[src/hdl/ihex_pkg.sv]
// Shared types, constants and microcode for the Intel HEX record encoder.
// Used by every module of the block; depends on nothing else.
`timescale 1ns / 1ps

package ihex_pkg;

  localparam int RECORD_BYTES_DEF = 32;
  localparam logic [15:0] SEG_BASE_RST = 16'h6000;

  // ASCII characters of the record text
  localparam logic [6:0] CH_COLON = 7'h3A;
  localparam logic [6:0] CH_LF    = 7'h0A;
  localparam logic [6:0] CH_0     = 7'h30;
  localparam logic [6:0] CH_1     = 7'h31;
  localparam logic [6:0] CH_2     = 7'h32;
  localparam logic [6:0] CH_4     = 7'h34;
  localparam logic [6:0] CH_9     = 7'h39;
  localparam logic [6:0] CH_A     = 7'h41;
  localparam logic [6:0] CH_F     = 7'h46;
  localparam logic [6:0] HEX_ALPHA_BASE = 7'h37;  // 'A' - 10

  // Microcode addressing
  localparam int STEP_W = 6;
  localparam int NSTEP  = 42;
  localparam logic [STEP_W-1:0] S_START = 6'd0;   // ':' of the first record
  localparam logic [STEP_W-1:0] S_DATA  = 6'd17;  // count digits of the data record
  localparam logic [STEP_W-1:0] S_DHI   = 6'd25;  // data byte loop
  localparam logic [STEP_W-1:0] S_END   = 6'd30;  // end record

  // Which nibble a hex step prints
  typedef enum logic [3:0] {
    N_SEG3, N_SEG2, N_SEG1, N_SEG0,
    N_AK1,  N_AK0,
    N_CNT1, N_CNT0,
    N_OFF3, N_OFF2, N_OFF1, N_OFF0,
    N_DAT1, N_DAT0,
    N_DK1,  N_DK0
  } nib_e;

  typedef enum logic [1:0] {
    J_NONE,
    J_NOADDR,  // skip the address record when the upper half is current
    J_MORE     // loop while data bytes remain
  } jmp_e;

  typedef enum logic [2:0] {
    A_NONE,
    A_ADDR,    // latch the announced upper half
    A_COMMIT,  // data record done: advance offset, empty the store
    A_INC,     // next data byte
    A_CLEAR    // end record done: back to reset state, segment base kept
  } act_e;

  typedef struct packed {
    logic              hex;
    nib_e              nib;
    logic [6:0]        lit;
    jmp_e              jmp;
    logic [STEP_W-1:0] tgt;
    act_e              act;
  } ucode_t;

  typedef struct packed {
    logic   adv;    // sequencer executes the current word this cycle
    logic   wr;     // store an incoming byte
    logic   last;   // current character closes the request's text
    ucode_t uw;
  } seq_ctl_t;

  typedef struct packed {
    logic need_addr;
    logic more;
    logic fill_zero;
    logic fill_last;
  } dp_stat_t;

  function automatic ucode_t uc(input logic hx, input nib_e n, input logic [6:0] c,
                                input jmp_e j, input logic [STEP_W-1:0] t, input act_e a);
    ucode_t w;
    w.hex = hx;
    w.nib = n;
    w.lit = c;
    w.jmp = j;
    w.tgt = t;
    w.act = a;
    return w;
  endfunction

  function automatic ucode_t lit_w(input logic [6:0] c);
    return uc(1'b0, N_SEG3, c, J_NONE, S_START, A_NONE);
  endfunction

  function automatic ucode_t hex_w(input nib_e n);
    return uc(1'b1, n, CH_0, J_NONE, S_START, A_NONE);
  endfunction

  function automatic logic [6:0] hex_char(input logic [3:0] n);
    return (n < 4'd10) ? (CH_0 + 7'(n)) : (HEX_ALPHA_BASE + 7'(n));
  endfunction

  // One character per step:
  //   ":02000004SSSSKK\n" (optional), ":CCHHLL00{DD}KK\n", ":00000001FF\n"
  localparam ucode_t UCODE [NSTEP] = '{
    uc(1'b0, N_SEG3, CH_COLON, J_NOADDR, S_DATA, A_NONE),
    lit_w(CH_0), lit_w(CH_2),
    lit_w(CH_0), lit_w(CH_0), lit_w(CH_0), lit_w(CH_0), lit_w(CH_0),
    lit_w(CH_4),
    hex_w(N_SEG3), hex_w(N_SEG2), hex_w(N_SEG1), hex_w(N_SEG0),
    hex_w(N_AK1), hex_w(N_AK0),
    uc(1'b0, N_SEG3, CH_LF, J_NONE, S_START, A_ADDR),
    lit_w(CH_COLON),
    hex_w(N_CNT1), hex_w(N_CNT0),
    hex_w(N_OFF3), hex_w(N_OFF2), hex_w(N_OFF1), hex_w(N_OFF0),
    lit_w(CH_0), lit_w(CH_0),
    hex_w(N_DAT1),
    uc(1'b1, N_DAT0, CH_0, J_MORE, S_DHI, A_INC),
    hex_w(N_DK1), hex_w(N_DK0),
    uc(1'b0, N_SEG3, CH_LF, J_NONE, S_START, A_COMMIT),
    lit_w(CH_COLON),
    lit_w(CH_0), lit_w(CH_0), lit_w(CH_0), lit_w(CH_0),
    lit_w(CH_0), lit_w(CH_0), lit_w(CH_0),
    lit_w(CH_1), lit_w(CH_F), lit_w(CH_F),
    uc(1'b0, N_SEG3, CH_LF, J_NONE, S_START, A_CLEAR)
  };

endpackage

[src/hdl/ihex_useq.sv]
// Microcode sequencer: step counter, control ROM, jumps and request intake.
// Depends on ihex_pkg.
`timescale 1ns / 1ps

module ihex_useq import ihex_pkg::*; (
  input  logic     clk_i,
  input  logic     rst_ni,
  input  logic     in_valid_i,
  output logic     in_ready_o,
  input  logic     final_byte_i,
  input  logic     end_only_i,
  input  dp_stat_t stat_i,
  input  logic     stall_i,
  output seq_ctl_t ctl_o
);

  logic              busy_q, busy_d;
  logic              end_q, end_d;
  logic [STEP_W-1:0] step_q, step_d;
  ucode_t            w;
  logic              acc, adv, fin, take;

  always_comb begin
    acc  = in_valid_i && !busy_q;
    adv  = busy_q && !stall_i;
    w    = UCODE[step_q];
    fin  = (w.act == A_CLEAR) || ((w.act == A_COMMIT) && !end_q);
    take = ((w.jmp == J_NOADDR) && !stat_i.need_addr) ||
           ((w.jmp == J_MORE) && stat_i.more);

    busy_d = busy_q;
    end_d  = end_q;
    step_d = step_q;
    if (acc) begin
      if (end_only_i) begin
        busy_d = 1'b1;
        end_d  = 1'b1;
        step_d = stat_i.fill_zero ? S_END : S_START;
      end else if (final_byte_i || stat_i.fill_last) begin
        busy_d = 1'b1;
        end_d  = final_byte_i;
        step_d = S_START;
      end
    end else if (adv) begin
      if (fin) begin
        busy_d = 1'b0;
      end else begin
        step_d = take ? w.tgt : step_q + 1'b1;
      end
    end
  end

  always_ff @(posedge clk_i or negedge rst_ni) begin
    if (!rst_ni) begin
      busy_q <= 1'b0;
      end_q  <= 1'b0;
      step_q <= S_START;
    end else begin
      busy_q <= busy_d;
      end_q  <= end_d;
      step_q <= step_d;
    end
  end

  assign in_ready_o = !busy_q;
  assign ctl_o.adv  = adv;
  assign ctl_o.wr   = acc && !end_only_i;
  assign ctl_o.last = fin;
  assign ctl_o.uw   = w;

endmodule

[src/hdl/ihex_dpath.sv]
// Datapath: record store memory, address and fill state, checksums and the
// character mux driven by the control word. Depends on ihex_pkg.
`timescale 1ns / 1ps

module ihex_dpath import ihex_pkg::*; #(
  parameter int RECORD_BYTES = RECORD_BYTES_DEF
) (
  input  logic        clk_i,
  input  logic        rst_ni,
  input  logic        cfg_we_i,
  input  logic [15:0] cfg_wdata_i,
  input  logic [7:0]  byte_value_i,
  input  seq_ctl_t    ctl_i,
  output dp_stat_t    stat_o,
  output logic [6:0]  char_o
);

  localparam int FILL_W = $clog2(RECORD_BYTES + 1);
  localparam int IDX_W  = (RECORD_BYTES > 1) ? $clog2(RECORD_BYTES) : 1;

  logic [7:0]        mem_q [RECORD_BYTES];
  logic [7:0]        rdata_q;
  logic [15:0]       seg_base_q;
  logic [31:0]       offset_q, offset_d;
  logic [FILL_W-1:0] fill_q, fill_d;
  logic [IDX_W-1:0]  idx_q, idx_d;
  logic [7:0]        sum_q, sum_d;
  logic [15:0]       upper_q, upper_d;
  logic              known_q, known_d;

  logic [15:0] seg;
  logic [7:0]  cnt, ak, dk;
  logic [3:0]  nib;

  always_comb begin
    offset_d = offset_q;
    fill_d   = fill_q;
    idx_d    = idx_q;
    sum_d    = sum_q;
    upper_d  = upper_q;
    known_d  = known_q;
    if (ctl_i.wr) begin
      fill_d = fill_q + 1'b1;
      sum_d  = sum_q + byte_value_i;
    end
    if (ctl_i.adv) begin
      unique case (ctl_i.uw.act)
        A_NONE: ;
        A_ADDR: begin
          known_d = 1'b1;
          upper_d = offset_q[31:16];
        end
        A_COMMIT: begin
          offset_d = offset_q + 32'(fill_q);
          fill_d   = '0;
          idx_d    = '0;
          sum_d    = '0;
        end
        A_INC: idx_d = idx_q + 1'b1;
        A_CLEAR: begin
          offset_d = '0;
          fill_d   = '0;
          idx_d    = '0;
          sum_d    = '0;
          upper_d  = '0;
          known_d  = 1'b0;
        end
        default: ;
      endcase
    end
  end

  always_ff @(posedge clk_i or negedge rst_ni) begin
    if (!rst_ni) begin
      seg_base_q <= SEG_BASE_RST;
      offset_q   <= '0;
      fill_q     <= '0;
      idx_q      <= '0;
      sum_q      <= '0;
      upper_q    <= '0;
      known_q    <= 1'b0;
    end else begin
      if (cfg_we_i) begin
        seg_base_q <= cfg_wdata_i;
      end
      offset_q <= offset_d;
      fill_q   <= fill_d;
      idx_q    <= idx_d;
      sum_q    <= sum_d;
      upper_q  <= upper_d;
      known_q  <= known_d;
    end
  end

  // Read follows the next index so rdata_q always holds the entry at idx_q.
  always_ff @(posedge clk_i) begin
    if (ctl_i.wr) begin
      mem_q[fill_q[IDX_W-1:0]] <= byte_value_i;
    end
    rdata_q <= mem_q[idx_d];
  end

  always_comb begin
    seg = offset_q[31:16] + seg_base_q;
    cnt = 8'(fill_q);
    ak  = 8'd0 - (8'd6 + seg[15:8] + seg[7:0]);
    dk  = 8'd0 - (cnt + offset_q[15:8] + offset_q[7:0] + sum_q);
    unique case (ctl_i.uw.nib)
      N_SEG3:  nib = seg[15:12];
      N_SEG2:  nib = seg[11:8];
      N_SEG1:  nib = seg[7:4];
      N_SEG0:  nib = seg[3:0];
      N_AK1:   nib = ak[7:4];
      N_AK0:   nib = ak[3:0];
      N_CNT1:  nib = cnt[7:4];
      N_CNT0:  nib = cnt[3:0];
      N_OFF3:  nib = offset_q[15:12];
      N_OFF2:  nib = offset_q[11:8];
      N_OFF1:  nib = offset_q[7:4];
      N_OFF0:  nib = offset_q[3:0];
      N_DAT1:  nib = rdata_q[7:4];
      N_DAT0:  nib = rdata_q[3:0];
      N_DK1:   nib = dk[7:4];
      N_DK0:   nib = dk[3:0];
      default: nib = '0;
    endcase
    char_o = ctl_i.uw.hex ? hex_char(nib) : ctl_i.uw.lit;
  end

  assign stat_o.need_addr = !known_q || (offset_q[31:16] != upper_q);
  assign stat_o.more      = (FILL_W'(idx_q) + FILL_W'(1)) != fill_q;
  assign stat_o.fill_zero = (fill_q == '0);
  assign stat_o.fill_last = (fill_q == FILL_W'(RECORD_BYTES - 1));

endmodule

[src/hdl/ihex_pack.sv]
// Pair packer: joins characters two by two into the output register.
// Depends on ihex_pkg for the file house style only.
`timescale 1ns / 1ps

module ihex_pack import ihex_pkg::*; (
  input  logic       clk_i,
  input  logic       rst_ni,
  input  logic       emit_i,
  input  logic [6:0] char_i,
  input  logic       last_i,
  output logic       stall_o,
  output logic       out_valid_o,
  input  logic       out_ready_i,
  output logic [6:0] first_char_o,
  output logic [6:0] second_char_o,
  output logic       run_last_o
);

  logic       have_q;
  logic [6:0] hold_q;
  logic       vld_q;
  logic [6:0] first_q, second_q;
  logic       last_q;

  // Hold the sequencer only when a pair would land on a full output register.
  assign stall_o = have_q && vld_q && !out_ready_i;

  always_ff @(posedge clk_i or negedge rst_ni) begin
    if (!rst_ni) begin
      have_q <= 1'b0;
      vld_q  <= 1'b0;
    end else begin
      if (vld_q && out_ready_i) begin
        vld_q <= 1'b0;
      end
      if (emit_i) begin
        have_q <= !have_q;
        if (have_q) begin
          vld_q <= 1'b1;
        end
      end
    end
  end

  always_ff @(posedge clk_i) begin
    if (emit_i) begin
      if (!have_q) begin
        hold_q <= char_i;
      end else begin
        first_q  <= hold_q;
        second_q <= char_i;
        last_q   <= last_i;
      end
    end
  end

  assign out_valid_o   = vld_q;
  assign first_char_o  = first_q;
  assign second_char_o = second_q;
  assign run_last_o    = last_q;

endmodule

[src/hdl/intel_hex_record_encoder.sv]
// Intel HEX record encoder top level: sequencer, datapath and pair packer.
// Depends on ihex_pkg, ihex_useq, ihex_dpath and ihex_pack.
`timescale 1ns / 1ps

// Bytes that do not complete a record are taken one per cycle and only
// stored. A request that fills the record, carries final_byte or end_only
// starts the microcode sequencer, which prints one character per cycle
// while the pair packer does not stall it, and takes the next request in
// the cycle after its last character has gone to the pair packer. The pair
// packer hands out two characters per result and stalls the sequencer only
// while its output register is held. The record store is a single-port-write,
// single-port-read memory; it needs no clearing pass after reset.
module intel_hex_record_encoder import ihex_pkg::*; #(
  parameter int RECORD_BYTES = RECORD_BYTES_DEF
) (
  input  logic        clk_i,
  input  logic        rst_ni,
  input  logic        cfg_we_i,
  input  logic [15:0] cfg_wdata_i,
  input  logic        in_valid_i,
  output logic        in_ready_o,
  input  logic [7:0]  byte_value_i,
  input  logic        final_byte_i,
  input  logic        end_only_i,
  output logic        out_valid_o,
  input  logic        out_ready_i,
  output logic [6:0]  first_char_o,
  output logic [6:0]  second_char_o,
  output logic        run_last_o
);

  seq_ctl_t   ctl;
  dp_stat_t   stat;
  logic [6:0] ch;
  logic       stall;

  ihex_useq u_useq (
    .clk_i        (clk_i),
    .rst_ni       (rst_ni),
    .in_valid_i   (in_valid_i),
    .in_ready_o   (in_ready_o),
    .final_byte_i (final_byte_i),
    .end_only_i   (end_only_i),
    .stat_i       (stat),
    .stall_i      (stall),
    .ctl_o        (ctl)
  );

  ihex_dpath #(
    .RECORD_BYTES (RECORD_BYTES)
  ) u_dpath (
    .clk_i        (clk_i),
    .rst_ni       (rst_ni),
    .cfg_we_i     (cfg_we_i),
    .cfg_wdata_i  (cfg_wdata_i),
    .byte_value_i (byte_value_i),
    .ctl_i        (ctl),
    .stat_o       (stat),
    .char_o       (ch)
  );

  ihex_pack u_pack (
    .clk_i         (clk_i),
    .rst_ni        (rst_ni),
    .emit_i        (ctl.adv),
    .char_i        (ch),
    .last_i        (ctl.last),
    .stall_o       (stall),
    .out_valid_o   (out_valid_o),
    .out_ready_i   (out_ready_i),
    .first_char_o  (first_char_o),
    .second_char_o (second_char_o),
    .run_last_o    (run_last_o)
  );

endmodule

[config.mk]
export PLATFORM = sky130hd
export DESIGN_NAME = intel_hex_record_encoder
export DESIGN_NICKNAME = d
export VERILOG_FILES = /design/src/hdl/ihex_pkg.sv /design/src/hdl/ihex_useq.sv /design/src/hdl/ihex_dpath.sv /design/src/hdl/ihex_pack.sv /design/src/hdl/intel_hex_record_encoder.sv
export SDC_FILE = /design/constraint.sdc
export NUM_CORES = 1
export LEC_CHECK = 0
export BUFFER_PORTS_ARGS = -buffer_cell sky130_fd_sc_hd__buf_2
export CORE_MARGIN = 1
export CORE_UTILIZATION = 36
export CTS_CLUSTER_DIAMETER = 200
export CTS_CLUSTER_SIZE = 25
export DETAILED_ROUTE_END_ITERATION = 10
export MAX_ROUTING_LAYER = met4
export PLACE_DENSITY = 0.47
export RECOVER_POWER = 100
export SYNTH_ARGS = -nofsm -noshare
export SYNTH_HDL_FRONTEND = slang
export SYNTH_SLANG_ARGS = --single-unit
[constraint.sdc]
create_clock -name clk_i -period 6.5 [get_ports clk_i]
set_clock_uncertainty 0.15 [all_clocks]
set_input_delay 1.3 -clock clk_i [delete_from_list [all_inputs] [get_ports clk_i]]
set_output_delay 1.3 -clock clk_i [all_outputs]
set_load 0.02 [all_outputs]
==> metrics, run 1 <==
Tot GR Track Use=19.7%; Hold Vio Cnt, Final=0; Antenna Nets Post-Route=0; Clock Sinks=380; Critical Path Sink Type=flop; Site Rows=83; Worst slew margin=-73.3%; Startpoint Class=flop; Worst-Skew Late Latency=0.56 ns; IO Pins=48; Async SR Flop Fraction=24.7%; routed via count=12300; DP Cell Count=2306; first-pass GRT wire length=77700 um; post_cts resized=0; worst path required time=6.67 ns; # hold bufs at CTS=0; vias per cell=5.29; drt wl/cell=21.7 um; Synth Warn #=0; sequential fraction of the synthesis area=57.3%; most frequent cells after synthesis=edfxtp_1 (278), nand2_1 (229), nor2_1 (110), a211oi_1 (104), dfrtp_1 (92); violated checks=max-capacitance violations, max-slew violations; synthesized flop and latch total=380; WS Path Type=flop to flop; CTS Buffer Depth=3; final wirelength=50600 um; Die Span X=232 um; Die Area=53600 um^2; area grow syn2layout=7.04%; worst min path class=flop to flop; First-pass DRT Iterations=5; Worst EP arrival=5.85 ns; Core ar.=51700 um^2; initial core utilization=36.7%; Max Cap Violations=10; # DRC=0; register clock-pin slew on the reported worst setup and hold paths=0.10 ns; Tightest Pin Transition=2.60 ns; most frequent cell after synthesis=edfxtp_1; number of synthesized flops with an enable pin=278; TritonCTS Buffers=19; CTS tree=done; cell taking the most area after synthesis=edfxtp_1; Diodes inserted=0; vias in the first global route=12400; Cells after Synth=1644; share of layout cells above drive strength 1=6.35%; final slew viol count=351; PwrDens=373 nW/um^2; Synth top area share=44.0%; post-synth net total=1758; Peak supply drop=0.232 mV; CTS H-Tree Depth=1; prevailing post-synth register cell=edfxtp_1; Max FO, Critical Path=7; top post-synthesis cells by area=edfxtp_1 (44%), dfrtp_1 (12%), nand2_1 (4.5%); Port Buffers=47; Post-Syn Area=19000 um^2; setup repair bufs after CTS=0; Tmin final=5.68 ns; initial antenna violation count=0; Final nets=1761; Detailed Place HPWL=34000 um; outcome=finished, violations left; synthesized area per cell=11.5 um^2; RSZ-0062 raised after global routing=false; setup TNS=0 ns; Placer Congestion=0.874; Setup violations, final=0; FMAX=0.176 GHz; total global routing overflow=0; Pleak=7.30 nW; Final Cycle Share=87.5%; Netlist cell types=88; Fillers=5030; Die Ht=232 um; DR iter-0 viols=865; post-route insts no fill=2333; root buf cell=clkbuf_16; pin count of the biggest net entering global routing=69
[power breakdown]
part           switching [mW]  leakage, nW  internal (mW)  total (mW)
Combinational            1.88         3.27           1.24        3.13
Clock                   0.796        0.256          0.553        1.35
Sequential              0.234         3.77           2.86        3.10
Total                    2.91         7.30           4.66        7.57
[logic make-up (layout without fill, tap and decap cells)]
family,count (synthesis),count (layout),share of synthesized area (%)
simple gates,545,545,13.4
flops,380,380,57.3
mux,29,29,1.65
buf+inv,154,163,3.56
compound gates,364,364,13.7
xor+xnor,89,89,4.29
fa+ha+maj,83,83,6.15
[sequential cells by signal, summed over array words and instances, names as in the netlist, 6 cells and up]
signal / cells
u_dpath.mem_q: 256
u_dpath.seg_base_q: 16
u_useq.step_q: 6
u_dpath.rdata_q: 8
u_pack.hold_q: 7
u_pack.first_char_o: 7
u_pack.second_char_o: 7
u_dpath.upper_q: 16
u_dpath.offset_q: 32
u_dpath.fill_q: 6
u_dpath.sum_q: 8
[layout make-up]
type,count,area (um^2),area share (%)
clock buffers,25,498,2.45
clock inverters,2,28.8,0.142
inverters,68,256,1.26
multi-input cells,1110,7440,36.7
flip-flops and latches,380,10900,53.5
well taps,680,851,4.19
repair buffers,68,363,1.79
[final timing paths]
path / from / to / slack, ns / cells after the start
worst max-delay path: u_dpath.offset_q[16] / u_pack.second_char_o[6] / 0.82 / 20
worst min-delay path: u_pack.hold_q[5] / u_pack.first_char_o[5] / 0.30 / 0
worst max register to register: u_dpath.offset_q[16] / u_pack.second_char_o[6] / 0.82 / 20
worst min register to register: u_pack.hold_q[5] / u_pack.first_char_o[5] / 0.30 / 0
max in group asynchronous: rst_ni / u_dpath.upper_q[1] / 2.36 / 2
min in group asynchronous: rst_ni / u_useq.step_q[3] / 1.39 / 1
[through the flow]
step	utilization (%)	hold WS, ns	cell area [um^2]	setup WS, ns	power, mW
after floorplan	-	0.250	19000	1.58	5.46
after global placement	38.4	0.277	19900	1.12	6.29
after detailed placement	38.4	0.280	19900	1.08	6.30
after CTS	39.4	0.306	20400	1.04	7.68
after global routing	39.3	0.324	20300	0.404	8.08
final	39.3	0.303	20300	0.815	7.57
[layer usage]
metal / vias up / GRT usage [%] / share of wire [%]
li1: 6011 / - / -
met1: 6092 / 25.8 / 46
met2: 195 / 33.0 / 49
met3: 51 / 1.82 / 2.8
met4: 0 / 4.37 / 2.3
met5: - / - / 0
[cells in the final DEF (no fill, tap or decap), types with 11 or more instances in the layout]
master,instances
nand3_1,35
a21oi_1,50
clkbuf_1,38
and3_1,13
nor4_1,15
nor2_1,110
nor3_1,17
a211oi_1,104
a31oi_1,40
nand2_1,230
mux2i_1,11
inv_1,66
dfrtp_1,92
buf_2,25
and2_0,29
o21ai_0,48
and2_1,38
xnor2_1,40
clkbuf_16,19
a311oi_1,34
mux2_2,18
edfxtp_1,278
xor2_1,46
or3_1,14
fa_1,17
ha_1,66
[critical path, stage by stage, from the launching register on]
cell and delay (ns):
dfrtp_1 0.44, ha_1 0.27, fa_1 0.42, a21o_1 0.21
a221oi_1 0.55, o21ai_0 0.22, xnor2_1 0.27, ha_1 0.19
ha_1 0.19, inv_1 0.06, fa_1 0.41, nor2b_1 0.16
o31a_1 0.17, a21oi_1 0.07, a31o_2 0.25, o21ai_0 0.14
a21oi_1 0.13, o32ai_4 0.43, ha_1 0.26, o21ai_0 0.14
a32o_1 0.32
Power figures use the tool's default switching activity.
==> run 2, diff against run 1 <==
--- a/config.mk
+++ b/config.mk
@@ -12,7 +12,7 @@
 export CTS_CLUSTER_SIZE = 25
 export DETAILED_ROUTE_END_ITERATION = 10
 export MAX_ROUTING_LAYER = met4
-export PLACE_DENSITY = 0.47
+export PLACE_DENSITY = 0.49
 export RECOVER_POWER = 100
 export SYNTH_ARGS = -nofsm -noshare
 export SYNTH_HDL_FRONTEND = slang
==> constraint.sdc (replaced) <==
create_clock -name clk_i -period 4.8 [get_ports clk_i]
set_clock_uncertainty 0.15 [all_clocks]
set_input_delay 0.96 -clock clk_i [delete_from_list [all_inputs] [get_ports clk_i]]
set_output_delay 0.96 -clock clk_i [all_outputs]
set_load 0.02 [all_outputs]
==> run 2 against run 1 <==
The run ends with max-capacitance violations, max-slew violations, negative setup slack left. Non-clock buffer count is 79 higher. Core utilization is 1.6 points higher. Total power increased by 43%. Worst hold slack lost 0.039 ns. Largest power group unchanged.
==> metrics, run 2 (synthesized netlist as in run 1, its figures left out) <==
FMAX=0.206 GHz; CTS Buffer Depth=3; switch share=37.8%; Die Span X=232 um; Detailed Place HPWL=34700 um; Die Area=53600 um^2; worst path required time=5.03 ns; worst min path class=flop to flop; final core utilization=40.9%; Diodes inserted=0; CP max stage delay=0.40 ns; drt wl/cell=21.1 um; vias per cell=5.32; CTS tree=done; max FFs per register=256; post-route insts no fill=2419; worst path bufs/invs=1; slowest CP cell=dfrtp_1; RSZ-0062 raised after global routing=true; register clock-pin slew on the reported worst setup and hold paths=0.12 ns; Tightest Pin Transition=2.15 ns; r2r startpoint=u_dpath.seg_base_q[0]; Hold Vio Cnt, Final=0; final wirelength=51100 um; Switch Pwr=4.09 mW; violated checks=max-capacitance violations, max-slew violations, negative setup slack; Port Buffers=47; outcome=finished, violations left; WS Path Type=flop to flop; Tot GR Track Use=19.7%; Pleak=7.73 nW; # DRC=0; Max FO, Critical Path=4; Worst-Skew Late Latency=0.56 ns; Largest delay share family, worst path=compound AO/OA/AOI/OAI gates; share of layout cells above drive strength 1=11.9%; DR iter-0 viols=946; setup ws final=-0.0435 ns; PwrDens=511 nW/um^2; Antenna Nets Post-Route=0; initial core utilization=36.7%; Clk pwr share=17.2%; cell breakdown of the critical path=ha_2, fa_2, a21o_1, a221oi_4, and3_4, o22ai_4, nor2_4, xnor2_2, ha_1, inv_2, ha_4, o21a_1, o31a_1, o21a_1, nor2_1, xnor3_1, xnor3_1, a311oi_4, or3_4, a22o_1, mux2i_1; Core ar.=51700 um^2; commonest cells after routing, fill and taps aside=edfxtp_1 (278), nand2_1 (229), nor2_1 (109); CTS H-Tree Depth=1; First-pass DRT Iterations=5; TritonCTS Buffers=19; vias in the first global route=12800; Die Ht=232 um; Critical Path Sink Type=flop; routed via count=12900; Pint=6.72 mW; hold_sp=u_pack.hold_q[1]; Worst EP arrival=5.07 ns; Clock Sinks=380; Comb pwr share=44.9%; final slew viol count=340; Site Rows=83; first-pass GRT wire length=78200 um; pin count of the biggest net entering global routing=76; area grow syn2layout=11.5%; Startpoint Class=flop; Placer Congestion=0.846; initial antenna violation count=0; Setup violations, final=2; total global routing overflow=0; Peak supply drop=0.329 mV; Worst slew margin=-43.2%; IO Pins=48; commonest non-fill, non-tap cell in the layout=edfxtp_1; root buf cell=clkbuf_16; Flop pwr share=38.0%; Max Cap Violations=9; Tmin final=4.84 ns; Final Cycle Share=101%; DP Cell Count=2377; CP startpoint=u_dpath.seg_base_q[0]; Final nets=1840
## run 2: worst paths after layout
path                                      endpoint  slack [ns]  cells after the start
max in group asynchronous     u_dpath.offset_q[23]        1.72                      2
min in group asynchronous       u_pack.out_valid_o        0.80                      1
hold / removal              u_pack.first_char_o[1]        0.26                      0
hold reg to reg             u_pack.first_char_o[1]        0.26                      0
setup reg to reg           u_pack.second_char_o[1]       -0.04                     21
setup / recovery           u_pack.second_char_o[1]       -0.04                     21
## run 2: stage by stage
stage          TNS, ns  setup slack [ns]  hold slack [ns]  power [mW]  area (um^2)
2_1_floorplan        0            0.0187            0.250        7.40        19000
3_3_place_gp    -0.870            -0.132            0.253        8.72        20400
3_5_place_dp     -1.54            -0.167            0.255        8.80        20400
4_1_cts              0           0.00390            0.274        10.7        21000
5_1_grt          -2.73            -0.238            0.288        11.6        21100
6_report       -0.0869           -0.0435            0.264        10.8        21100
## run 2: cell type report
type                       count  area [um^2]
fill                        5033        30600
sequential                   380        10900
multi-input combinational   1110         7660
timing repair buffer         147          968
tap                          680          851
clock buffer                  32          524
inverter                      68          256
clock inverter                 2         28.8
## run 2: layer usage
metal  vias up  share of wire, %  global-route usage, %
met1      6368                46                   26.5
met3        61               3.7                   2.02
met5         -                 0                      -
met4         0               2.5                   5.17
li1       6189                 -                      -
met2       259                48                   31.8
## run 2: repair_timing
item | in CTS | in global routing
pin swaps | 10 | 6
resized for setup | 4 | 35
setup buffers | 2 | 6
endpoints found under the setup margin | 14 | 14
hold endpoints to repair | 0 | 0
hold buffers | 0 | 0
## run 2: power by group through the flow
stage / combinational [mW] / sequential [mW] / clock [mW]
5_1_grt: 5.42 / 4.14 / 2.03
3_5_place_dp: 4.62 / 4.17 / 0
4_1_cts: 4.67 / 4.10 / 1.94
6_report: 4.85 / 4.10 / 1.86
3_3_place_gp: 4.56 / 4.17 / 0
2_1_floorplan: 3.23 / 4.17 / 0
==> run 3, diff against run 2 <==
--- a/config.mk
+++ b/config.mk
@@ -6,13 +6,15 @@
 export NUM_CORES = 1
 export LEC_CHECK = 0
 export BUFFER_PORTS_ARGS = -buffer_cell sky130_fd_sc_hd__buf_2
+export CELL_PAD_IN_SITES_DETAIL_PLACEMENT = 2
+export CELL_PAD_IN_SITES_GLOBAL_PLACEMENT = 2
 export CORE_MARGIN = 1
 export CORE_UTILIZATION = 36
 export CTS_CLUSTER_DIAMETER = 200
 export CTS_CLUSTER_SIZE = 25
 export DETAILED_ROUTE_END_ITERATION = 10
 export MAX_ROUTING_LAYER = met4
-export PLACE_DENSITY = 0.49
+export PLACE_DENSITY = 0.67
 export RECOVER_POWER = 100
 export SYNTH_ARGS = -nofsm -noshare
 export SYNTH_HDL_FRONTEND = slang
==> run 3 against run 2 <==
The flow still finishes with violations (max-capacitance violations, max-slew violations, negative setup slack). Via count increased by 4.6%. Maximum frequency decreased by 3.1%. Sequential share of layout area decreased by 0.75 points. Total power increased by 4.6%. Sequential power about the same. Critical endpoint is now u_pack.hold_q[0]. Largest cell class unchanged.
==> metrics, run 3 (synthesized netlist as in run 1, its figures left out) <==
root buf cell=clkbuf_16; share of layout cells above drive strength 1=14.1%; First-pass DRT Iterations=4; commonest non-fill, non-tap cell in the layout=edfxtp_1; Switch Pwr=4.41 mW; Die Area=53600 um^2; Hold Path Stages=0; Worst-Skew Late Latency=0.58 ns; total global routing overflow=0; Hold Vio Cnt, Final=0; Antenna Nets Post-Route=0; highest metal used=met4; Tmin final=5.00 ns; violated checks=max-capacitance violations, max-slew violations, negative setup slack; Placer Congestion=0.867; area post-placement=20600 um^2; worst min path class=flop to flop; area grow syn2layout=13.2%; worst hold endpoint=u_pack.first_char_o[3]; first-pass GRT wire length=90700 um; Finished Cell Area=21500 um^2; final wirelength=59300 um; Comb pwr share=46.7%; Final Cycle Share=104%; final slew viol count=392; # hold bufs at CTS=0; Worst slew margin=-142%; WS Path Type=flop to flop; Max FO, Critical Path=4; R2R Setup Slk=-0.20 ns; CTS tree=done; Pleak=7.95 nW; cell breakdown of the critical path=ha_2, fa_2, a21o_1, a221oi_4, o21ai_2, xnor2_1, ha_1, ha_1, inv_1, fa_2, nor2b_4, o31a_1, o21a_1, nor2_1, xnor3_1, xnor3_1, a311oi_4, a211oi_2, xnor2_1, a32o_2; TritonCTS Buffers=19; Die Ht=232 um; Core ar.=51700 um^2; outcome=finished, violations left; Max Cap Violations=11; Port Buffers=47; Detailed Place HPWL=41100 um; Pint=6.89 mW; Clock Sinks=380; slowest CP cell=fa_2; met3 WL=1620 um; worst path bufs/invs=1; Diodes inserted=0; smallest hold slack=0.290 ns; worst path required time=5.00 ns; Total Power=11.3 mW; switch share=39.0%; Setup violations, final=14; drt wl/cell=24.2 um; Place WS=-0.298 ns; Tightest Pin Transition=3.63 ns; FMAX=0.200 GHz; vias in the first global route=14800; PwrDens=527 nW/um^2; commonest cells after routing, fill and taps aside=edfxtp_1 (278), nand2_1 (229), buf_4 (114); DRT met1 WL=25300 um; Tot GR Track Use=23.0%; DR iter-0 viols=699; metal2 WL=30500 um; Flop pwr share=36.6%; hold_sp=u_pack.hold_q[3]; routed via count=13500; Critical Path Sink Type=flop; Largest delay share family, worst path=compound AO/OA/AOI/OAI gates; initial antenna violation count=0; setup ws final=-0.198 ns; CTS Buffer Depth=3; r2r startpoint=u_dpath.seg_base_q[0]; CP max stage delay=0.42 ns; Die Span X=232 um; initial core utilization=36.7%; Clk pwr share=16.7%; Worst EP arrival=5.20 ns; Critical R2R Capture=u_pack.hold_q[0]; Final nets=1877; vias per cell=5.49; Peak supply drop=0.335 mV; CTS H-Tree Depth=1; Site Rows=83; pin count of the biggest net entering global routing=86; # DRC=0; register clock-pin slew on the reported worst setup and hold paths=0.12 ns; Startpoint Class=flop; max FFs per register=256; worst reg-to-reg path cell count=20; IO Pins=48; RSZ-0062 raised after global routing=true
run 3: area by class of cell:
type | count | area, um^2
Timing Repair Buffer | 184 | 1270
Clock inverter | 2 | 28.8
Sequential cell | 380 | 10900
Clock buffer | 31 | 520
Fill cell | 5329 | 30300
Inverter | 68 | 258
Multi-Input combinational cell | 1110 | 7670
Tap cell | 680 | 851
run 3: power by group through the flow:
| stage | Sequential, mW | Clock (mW) | Combinational [mW] |
|---|---|---|---|
| floorplan | 4.17 | 0 | 3.23 |
| global route | 4.17 | 2.03 | 5.79 |
| CTS | 4.13 | 1.96 | 5.21 |
| detailed placement | 4.21 | 0 | 4.94 |
| finish | 4.13 | 1.89 | 5.28 |
| global placement | 4.18 | 0 | 4.74 |
run 3: worst register-to-register path, cell delays in order, from the launching register on:
cell	delay (ns)
dfrtp_1	0.40
ha_2	0.21
fa_2	0.35
a21o_1	0.21
a221oi_4	0.36
o21ai_2	0.11
xnor2_1	0.28
ha_1	0.20
ha_1	0.16
inv_1	0.07
fa_2	0.42
nor2b_4	0.14
o31a_1	0.19
o21a_1	0.13
nor2_1	0.04
xnor3_1	0.19
xnor3_1	0.28
a311oi_4	0.42
a211oi_2	0.08
xnor2_1	0.15
a32o_2	0.23
run 3: what timing repair did:
item,in CTS,in global routing
setup buffers,22,5
resized for setup,27,17
setup endpoints to repair,14,14
pin swaps,25,18
run 3: per-layer routing:
layer | up-vias | track usage, %
met4 | 0 | 6.79
met2 | 191 | 40.5
met5 | - | -
met3 | 85 | 2.24
li1 | 6245 | -
met1 | 6954 | 27.9
run 3: worst max-delay path by stage:
stage,startpoint,end,slack (ns),cells after the start
after floorplan,u_dpath.offset_q[16],u_pack.hold_q[6],0.02,19
after global placement,u_dpath.seg_base_q[0],u_pack.second_char_o[1],-0.16,21
after detailed placement,u_dpath.seg_base_q[0],u_pack.second_char_o[1],-0.30,21
after CTS,u_dpath.offset_q[16],u_pack.second_char_o[1],-0.11,20
after global routing,u_dpath.offset_q[17],u_pack.second_char_o[1],-0.42,20
final,u_dpath.seg_base_q[0],u_pack.hold_q[0],-0.20,20
run 3: per-stage QoR:
| step | std cells | util (%) | TNS (ns) |
|---|---|---|---|
| detailed placement | 2395 | 39.8 | -3.28 |
| floorplan | 1644 | - | 0 |
| finish | 2455 | 41.5 | -1.91 |
| CTS | 2450 | 41.5 | -0.919 |
| global route | 2455 | 41.5 | -5.22 |
| global placement | 2395 | 39.8 | -1.32 |
